[src/rtl/gcp_delay.sv]
`timescale 1ns / 1ps
`default_nettype none

// Carry a request and its valid bit down a register chain
module gcp_delay #(
  parameter int W = 8,
  parameter int N = 2
) (
  input  wire logic         clk,
  input  wire logic         rst,
  input  wire logic         in_vld,
  input  wire logic [W-1:0] in_data,
  output logic              out_vld,
  output logic      [W-1:0] out_data
);

  logic [N-1:0] vld;
  logic [W-1:0] dat [N];

  // Advance valid bits
  always_ff @(posedge clk) begin
    if (rst) begin
      vld <= '0;
    end else begin
      vld[0] <= in_vld;
      for (int i = 1; i < N; i++) begin
        vld[i] <= vld[i-1];
      end
    end
  end

  // Advance payload
  always_ff @(posedge clk) begin
    dat[0] <= in_data;
    for (int i = 1; i < N; i++) begin
      dat[i] <= dat[i-1];
    end
  end

  assign out_vld  = vld[N-1];
  assign out_data = dat[N-1];

endmodule

`default_nettype wire

[config.mk]
export PLATFORM = sky130hd
export DESIGN_NAME = gcp_delay
export DESIGN_NICKNAME = d
export VERILOG_FILES = /design/src/rtl/gcp_delay.sv
export SDC_FILE = /design/constraint.sdc
export NUM_CORES = 1
export LEC_CHECK = 0
export BUFFER_PORTS_ARGS = -buffer_cell sky130_fd_sc_hd__buf_2
export CAP_MARGIN = 20
export CORE_AREA = 4 4 41 43
export DETAILED_ROUTE_END_ITERATION = 10
export DIE_AREA = 0 0 45 47
export GPL_ROUTABILITY_DRIVEN = 0
export MAX_ROUTING_LAYER = met4
export RECOVER_POWER = 50
export SETUP_SLACK_MARGIN = 0.05
export SLEW_MARGIN = 10
export SYNTH_ARGS = -nofsm -noshare
export SYNTH_HDL_FRONTEND = slang
export SYNTH_SLANG_ARGS = --single-unit
export TNS_END_PERCENT = 100
[constraint.sdc]
create_clock -name clk -period 0.8 [get_ports clk]
set_clock_uncertainty 0.1 [all_clocks]
set_input_delay 0.16 -clock clk [delete_from_list [all_inputs] [get_ports clk]]
set_output_delay 0.16 -clock clk [all_outputs]
set_load 0.01 [all_outputs]
==> results.py, run 1 <==
metrics = {
    "global_route": {
        "grt_max_degree": 11,
        "overflow": 0,
        "grtUsageTotal_pct": 6.60,
        "grt_first_pass_wirelength_um": 897,
        "grt_pass1_vias": 220,
        "antenna_found_initial": 0,
    },
    "die": {
        "num_rows": 13,
        "start_util_pct": 33.3,
        "die_w_um": 45,
        "fp.dieH_um": 47,
        "io_pins": 20,
        "core-area_sq_um": 1300,
        "die-area_sq_um": 2120,
    },
    "timing": {
        "post-route-period-util_pct": 123,
        "relSlewSlack_pct": 93.8,
        "setup_viol": 9,
        "hold_slack_ns": -0.0589,
        "rsz0062_at_grt": "true",
        "max_freq_mhz": 1020,
        "finalMaxSlewViolations": 0,
        "hold_viol_final": 2,
        "finalWorstSetupSlack_ns": -0.181,
        "worstMarginPinSlew_ns": 0.0927,
        "final.min_clock_period_ns": 0.981,
    },
    "clocking": {
        "worstSkewPairLatency_ns": 0.28,
        "clock_tree.buffer_depth": 2,
        "h-tree-depth": 1,
        "cts_inserted_buffers": 3,
        "cts.sinks": 18,
        "cts_hold_buffers": 8,
        "root_buffer": "clkbuf_4",
        "cts.reportedPaths.clkPinSlew_ns": 0.09,
        "cts_tree": "yes",
    },
    "pwr": {
        "leakagePower_nw": 0.288,
        "p_per_area_nw_per_um2": 2570,
        "vdd_ir_drop_max_mv": 0.948,
    },
    "synth": {
        "netlist_instances": 28,
        "yosysTopAreaCellShare_pct": 83.2,
        "yosysTopAreaCell": "dfxtp_1",
        "ys_seq_area_share_pct": 83.2,
        "netlist_top_cells_count": "dfxtp_1, buf_4, nor2b_1",
        "synth_edf_count": 0,
        "synth_cell_type_count": 3,
        "ys_ff_latch": 18,
        "synthTopCellsByArea": "dfxtp_1, buf_4, nor2b_1",
        "syn_avg_cell_area_sq_um": 15.5,
        "synthesis.area_sq_um": 433,
        "synth_ff_type": "dfxtp_1",
        "yosysMostFrequentCell": "dfxtp_1",
        "ys_warn_count": 0,
        "synth_fp_nets": 39,
        "async_flop_share_pct": 0,
    },
    "cells_and_area": {
        "layout-drive-gt1-share_pct": 47.1,
        "final_cells": 66,
        "antennaDiodeCount": 0,
        "syn2layout_area_growth_pct": 41.0,
        "fin_nets": 63,
    },
    "placed_design": {
        "dp.cells": 54,
        "dp_slack_ns": 0.119,
        "port_buffers": 19,
    },
    "detailed_routing": {
        "ant_nets": 0,
        "wl_per_cell_um": 8.91,
        "via_per_inst": 3.44,
        "drc_errors": 0,
        "routed_wl_um": 588,
        "detail_route.first_pass.iterations": 2,
        "drt_iter0_drc": 4,
        "via_count": 227,
    },
    "critical_path": {
        "cp-start-kind": "flip-flop",
        "cpLargestDelayFamily": "flip-flops",
        "max_stage_delay_ns": 0.33,
        "endpoint_kind": "output port",
        "crit_chain": "buf_6",
        "worstPathMaxFanout": 1,
        "crit_type": "flip-flop to output port",
        "crit_required_ns": 0.54,
        "cp_slowest_cell": "dfxtp_2",
        "cp.buffers_inverters": 1,
        "arrival_ns": 0.72,
    },
    "job": {
        "maxCapViolCount": 0,
    },
    "status": {
        "violations": "hold timing, setup timing",
        "status": "finished with violations",
    },
    "min_path": {
        "hold_class": "primary input to flip-flop",
    },
}
-- metrics by stage --
| step | power, mW | setup TNS (ns) | utilization (%) | hold WS, ns | cell area, sq um |
|---|---|---|---|---|---|
| floorplan | 1.02 | 0 | - | 0.0877 | 433 |
| global route | 1.63 | -1.84 | 46.9 | -0.0656 | 611 |
| global placement | 1.03 | 0 | 37.4 | 0.164 | 487 |
| CTS | 1.59 | -1.65 | 46.9 | -0.0665 | 611 |
| detailed placement | 1.04 | 0 | 37.4 | 0.164 | 487 |
| finish | 1.57 | -1.53 | 46.9 | -0.0589 | 611 |
-- metal layers --
layer | vias up | track usage (%) | share of wire [%]
li1 | 122 | - | -
met3 | 0 | 2.68 | 11
met4 | 0 | 5.26 | 0
met1 | 94 | 6.56 | 41
met5 | - | - | 0
met2 | 11 | 10.2 | 48
-- report_power, final --
group / internal (mW) / leakage, nW / switching [mW]
sequential: 0.943 / 0.152 / 0.00954
clock: 0.277 / 0.0210 / 0.246
combinational: 0.0625 / 0.116 / 0.0314
total: 1.28 / 0.288 / 0.287
-- registers in the layout (all words and copies together), names as in the netlist --
register and cells:
dat 16, vld 2
-- final timing paths --
kind,from,to,slack (ns),depth (start not counted)
hold reg to reg,dat[0][4]$_DFF_P_,dat[0][12]$_DFF_P_,0.23,0
hold / removal,rst,vld[0]$_SDFF_PP0_,-0.06,2
setup / recovery,dat[0][12]$_DFF_P_,out_data[4],-0.18,1
setup reg to reg,vld[0]$_SDFF_PP0_,vld[1]$_SDFF_PP0_,0.19,1
-- placed cells by master (no fill, tap or decap), drive strengths merged --
| cell | n |
|---|---|
| clkbuf | 4 |
| nor2b | 2 |
| dfxtp | 18 |
| dlygate4sd3 | 8 |
| buf | 19 |
-- logic make-up (layout without fill, tap and decap cells) --
kind of cell  after synthesis  in the layout  synth area share, %
flops                      18             18                 83.2
simple gates                2              2                 2.89
buf+inv                     8             31                 13.9
-- cell type report --
class	instances	area (sq um)
fillers	119	691
flip-flops and latches	18	362
multi-input cells	2	12.5
well taps	15	18.8
clock buffers	4	36.3
repair buffers	27	181
-- what timing repair did --
item | in CTS | in global routing
resized for setup | 2 | 0
endpoints found under the setup margin | 9 | 9
hold endpoints to repair | 10 | 2
buffers inserted | 0 | 0
(Power assumes the default switching activity.)
==> run 2, diff against run 1 <==
--- a/constraint.sdc
+++ b/constraint.sdc
@@ -4,2 +4,2 @@
 set_output_delay 0.16 -clock clk [all_outputs]
-set_load 0.01 [all_outputs]
+set_load 0.05 [all_outputs]
==> results.py, run 2 (synthesized netlist as in run 1, its figures left out) <==
metrics = {
    "placed_design": {
        "port_buffers": 19,
        "placed_area_sq_um": 488,
        "dp_slack_ns": -0.00712,
    },
    "detailed_routing": {
        "drt_iter0_drc": 1,
        "via_count": 245,
        "detail_route.first_pass.iterations": 2,
        "wl_per_cell_um": 9.58,
        "routed_wl_um": 632,
        "ant_nets": 0,
        "via_per_inst": 3.71,
        "drc_errors": 0,
    },
    "die": {
        "core-area_sq_um": 1300,
        "start_util_pct": 33.3,
        "die_w_um": 45,
        "die-area_sq_um": 2120,
        "fp.dieH_um": 47,
        "io_pins": 20,
        "num_rows": 13,
    },
    "cells_and_area": {
        "largest_registers": "dat: 16 flops, vld: 2 flops",
        "syn2layout_area_growth_pct": 61.8,
        "design_area_sq_um": 701,
        "layout-drive-gt1-share_pct": 62.7,
        "fin_nets": 63,
        "final_common_cell": "buf_2",
        "layout_common_cells": "buf_2, dfxtp_1, dfxtp_2",
        "largest_reg_flops": 16,
        "antennaDiodeCount": 0,
        "regMostFlops": "dat",
    },
    "timing": {
        "rsz0062_at_grt": "true",
        "relSlewSlack_pct": 92.8,
        "post-route-period-util_pct": 128,
        "max_freq_mhz": 975,
        "finalWorstSetupSlack_ns": -0.225,
        "worstMarginPinSlew_ns": 0.108,
        "finalMaxSlewViolations": 0,
        "final.min_clock_period_ns": 1.03,
        "hold_slack_ns": -0.0730,
        "setup_viol": 9,
        "hold_viol_final": 2,
    },
    "global_route": {
        "grt_max_degree": 11,
        "grtUsageTotal_pct": 8.51,
        "grt_first_pass_wirelength_um": 1070,
        "overflow": 0,
        "grt_pass1_vias": 267,
        "antenna_found_initial": 0,
    },
    "clocking": {
        "worstSkewPairLatency_ns": 0.28,
        "post_cts_buffers": 0,
        "cts.sinks": 18,
        "root_buffer": "clkbuf_4",
        "cts_hold_buffers": 8,
        "cts_inserted_buffers": 3,
        "clock_tree.buffer_depth": 2,
        "cts.reportedPaths.clkPinSlew_ns": 0.09,
        "cts_tree": "yes",
        "h-tree-depth": 1,
    },
    "critical_path": {
        "cpLargestDelayFamily": "flip-flops",
        "max_stage_delay_ns": 0.34,
        "endpoint_kind": "output port",
        "cp.buffers_inverters": 1,
        "cp-start-kind": "flip-flop",
        "r2r_start": "vld[0]$_SDFF_PP0_",
        "crit_type": "flip-flop to output port",
        "worstPathMaxFanout": 1,
        "cp-startpoint": "vld[1]$_SDFF_PP0_",
        "crit_chain": "buf_8",
        "arrival_ns": 0.77,
        "crit_required_ns": 0.54,
        "cp_slowest_cell": "dfxtp_2",
    },
    "min_path": {
        "hold_class": "primary input to flip-flop",
        "hold_start": "rst",
    },
    "status": {
        "violations": "hold timing, setup timing",
        "status": "finished with violations",
    },
    "pwr": {
        "leakagePower_nw": 0.315,
        "p_total_mw": 1.70,
        "p_per_area_nw_per_um2": 2430,
        "vdd_ir_drop_max_mv": 1.03,
    },
    "job": {
        "maxCapViolCount": 0,
    },
}
## run 2: repair_timing
item / CTS / global route
setup endpoints to repair: 9 / 9
hold endpoints to repair: 10 / 2
gates resized for setup: 30 / 4
## run 2: through the flow
| step | hold WS, ns | utilization (%) | TNS [ns] | instances |
|---|---|---|---|---|
| detailed placement | 0.164 | 37.5 | -0.00712 | 54 |
| finish | -0.0730 | 53.8 | -1.98 | 66 |
| global route | -0.0878 | 53.8 | -2.43 | 66 |
| CTS | -0.0796 | 52.7 | -2.13 | 66 |
| floorplan | 0.0877 | - | 0 | 28 |
| global placement | 0.163 | 37.5 | 0 | 54 |
## run 2: worst paths after layout
| kind | slack, ns | cells after the start | end |
|---|---|---|---|
| max | -0.23 | 1 | out_vld |
| min | -0.07 | 2 | vld[1]$_SDFF_PP0_ |
| max reg2reg | 0.18 | 1 | vld[1]$_SDFF_PP0_ |
| min reg2reg | 0.23 | 0 | dat[0][15]$_DFF_P_ |
## run 2: final cells by class
class,instances,area [sq um]
Tap cell,15,18.8
Multi-Input combinational cell,2,12.5
Fill cell,112,601
Sequential cell,18,372
Timing Repair Buffer,27,262
Clock buffer,4,36.3
## run 2: per-layer routing
layer | share of wire, % | track usage (%)
met3 | 9.3 | 4.60
met2 | 50 | 13.3
met4 | 6.6 | 11.1
met1 | 34 | 5.88
met5 | 0 | -
## run 2: power by group
part	switching (mW)	total (mW)	internal (mW)
Clock	0.250	0.527	0.277
Combinational	0.103	0.206	0.104
Sequential	0.0185	0.966	0.948
Total	0.372	1.70	1.33
==> run 3, diff against run 2 <==
Clock period 0.8 ns to 1.1 ns, I/O delays scaled along.
==> results.py, run 3 (synthesized netlist as in run 1, its figures left out) <==
metrics = {
    "cells_and_area": {
        "regMostFlops": "dat",
        "antennaDiodeCount": 0,
        "largest_reg_flops": 16,
        "fin_nets": 64,
        "largest_registers": "dat: 16 flops, vld: 2 flops",
        "layout-drive-gt1-share_pct": 61.5,
        "final_cells": 67,
        "syn2layout_area_growth_pct": 64.2,
        "layout_common_cells": "buf_2, dfxtp_1, dfxtp_2, dlygate4sd3_1, buf_8",
        "final_common_cell": "buf_2",
    },
    "die": {
        "start_util_pct": 33.3,
        "num_rows": 13,
        "fp.dieH_um": 47,
        "die_w_um": 45,
        "core-area_sq_um": 1300,
        "die-area_sq_um": 2120,
        "io_pins": 20,
    },
    "detailed_routing": {
        "wl_per_cell_um": 8.34,
        "drc_errors": 0,
        "via_per_inst": 3.51,
        "via_count": 235,
        "detail_route.first_pass.iterations": 2,
        "drt_iter0_drc": 1,
        "routed_wl_um": 559,
        "ant_nets": 0,
    },
    "status": {
        "status": "finished clean",
    },
    "pwr": {
        "vdd_ir_drop_max_mv": 0.942,
        "p_per_area_nw_per_um2": 1740,
        "p_total_mw": 1.23,
        "leakagePower_nw": 0.320,
    },
    "placed_design": {
        "port_buffers": 19,
        "dp.cells": 54,
        "dp_slack_ns": 0.225,
    },
    "min_path": {
        "hold_class": "primary input to flip-flop",
    },
    "job": {
        "maxCapViolCount": 0,
    },
    "critical_path": {
        "crit_type": "flip-flop to output port",
        "worstPathMaxFanout": 1,
        "cp.buffers_inverters": 1,
        "crit_required_ns": 0.78,
        "cp_slowest_cell": "dfxtp_2",
        "cp-start-kind": "flip-flop",
        "endpoint_kind": "output port",
        "cpLargestDelayFamily": "flip-flops",
        "arrival_ns": 0.77,
        "crit_chain": "buf_6",
        "max_stage_delay_ns": 0.34,
    },
    "timing": {
        "relSlewSlack_pct": 92.8,
        "max_freq_mhz": 918,
        "hold_slack_ns": 0.0395,
        "rsz0062_at_grt": "true",
        "finalWorstSetupSlack_ns": 0.0102,
        "worstMarginPinSlew_ns": 0.108,
        "setup_viol": 0,
        "post-route-period-util_pct": 99.1,
        "hold_viol_final": 0,
        "finalSetupTns_ns": 0,
        "final.min_clock_period_ns": 1.09,
        "finalMaxSlewViolations": 0,
    },
    "global_route": {
        "grt_pass1_vias": 230,
        "grtUsageTotal_pct": 5.69,
        "antenna_found_initial": 0,
        "grt_max_degree": 11,
        "grt_first_pass_wirelength_um": 786,
        "overflow": 0,
    },
    "clocking": {
        "clock_tree.buffer_depth": 2,
        "cts_tree": "yes",
        "cts.reportedPaths.clkPinSlew_ns": 0.09,
        "cts.sinks": 18,
        "post_cts_buffers": 0,
        "h-tree-depth": 1,
        "worstSkewPairLatency_ns": 0.28,
        "cts_inserted_buffers": 3,
        "root_buffer": "clkbuf_4",
    },
}
==> run 3: report_power, final <==
group / switching, mW / internal, mW
logic: 0.0745 / 0.0777
clock network: 0.179 / 0.201
registers: 0.0130 / 0.689
==> run 3: cell type report <==
type	count	area [sq um]
fill	108	591
multi-input combinational	2	12.5
timing repair buffer	28	272
tap	15	18.8
sequential	18	372
clock buffer	4	36.3
==> run 3: routing by layer <==
| layer | track usage [%] | share of wire, % | vias up |
|---|---|---|---|
| met1 | 5.39 | 40 | 99 |
| met3 | 2.68 | 14 | 0 |
| li1 | - | - | 123 |
| met5 | - | 0 | - |
| met4 | 5.26 | 0 | 0 |
| met2 | 8.47 | 45 | 13 |
==> run 3: stage by stage <==
| step | util (%) | area (sq um) |
|---|---|---|
| final | 54.6 | 711 |
| after detailed placement | 37.4 | 487 |
| after floorplan | - | 433 |
| after CTS | 54.6 | 711 |
| after global placement | 37.4 | 487 |
| after global routing | 54.6 | 711 |
==> run 3: worst paths after layout <==
check	slack (ns)	cells past startpoint	from	endpoint
max reg2reg	0.49	1	vld[0]$_SDFF_PP0_	vld[1]$_SDFF_PP0_
min reg2reg	0.23	0	dat[0][6]$_DFF_P_	dat[0][14]$_DFF_P_
max	0.01	1	dat[0][12]$_DFF_P_	out_data[4]
min	0.04	2	in_vld	vld[0]$_SDFF_PP0_
==> run 3: timing repair <==
item | in CTS | in global routing
hold buffers | 9 | 0
setup endpoints to repair | 9 | 9
gates resized for setup | 35 | 0
pin swaps | 0 | 0
hold endpoints to repair | 10 | 0
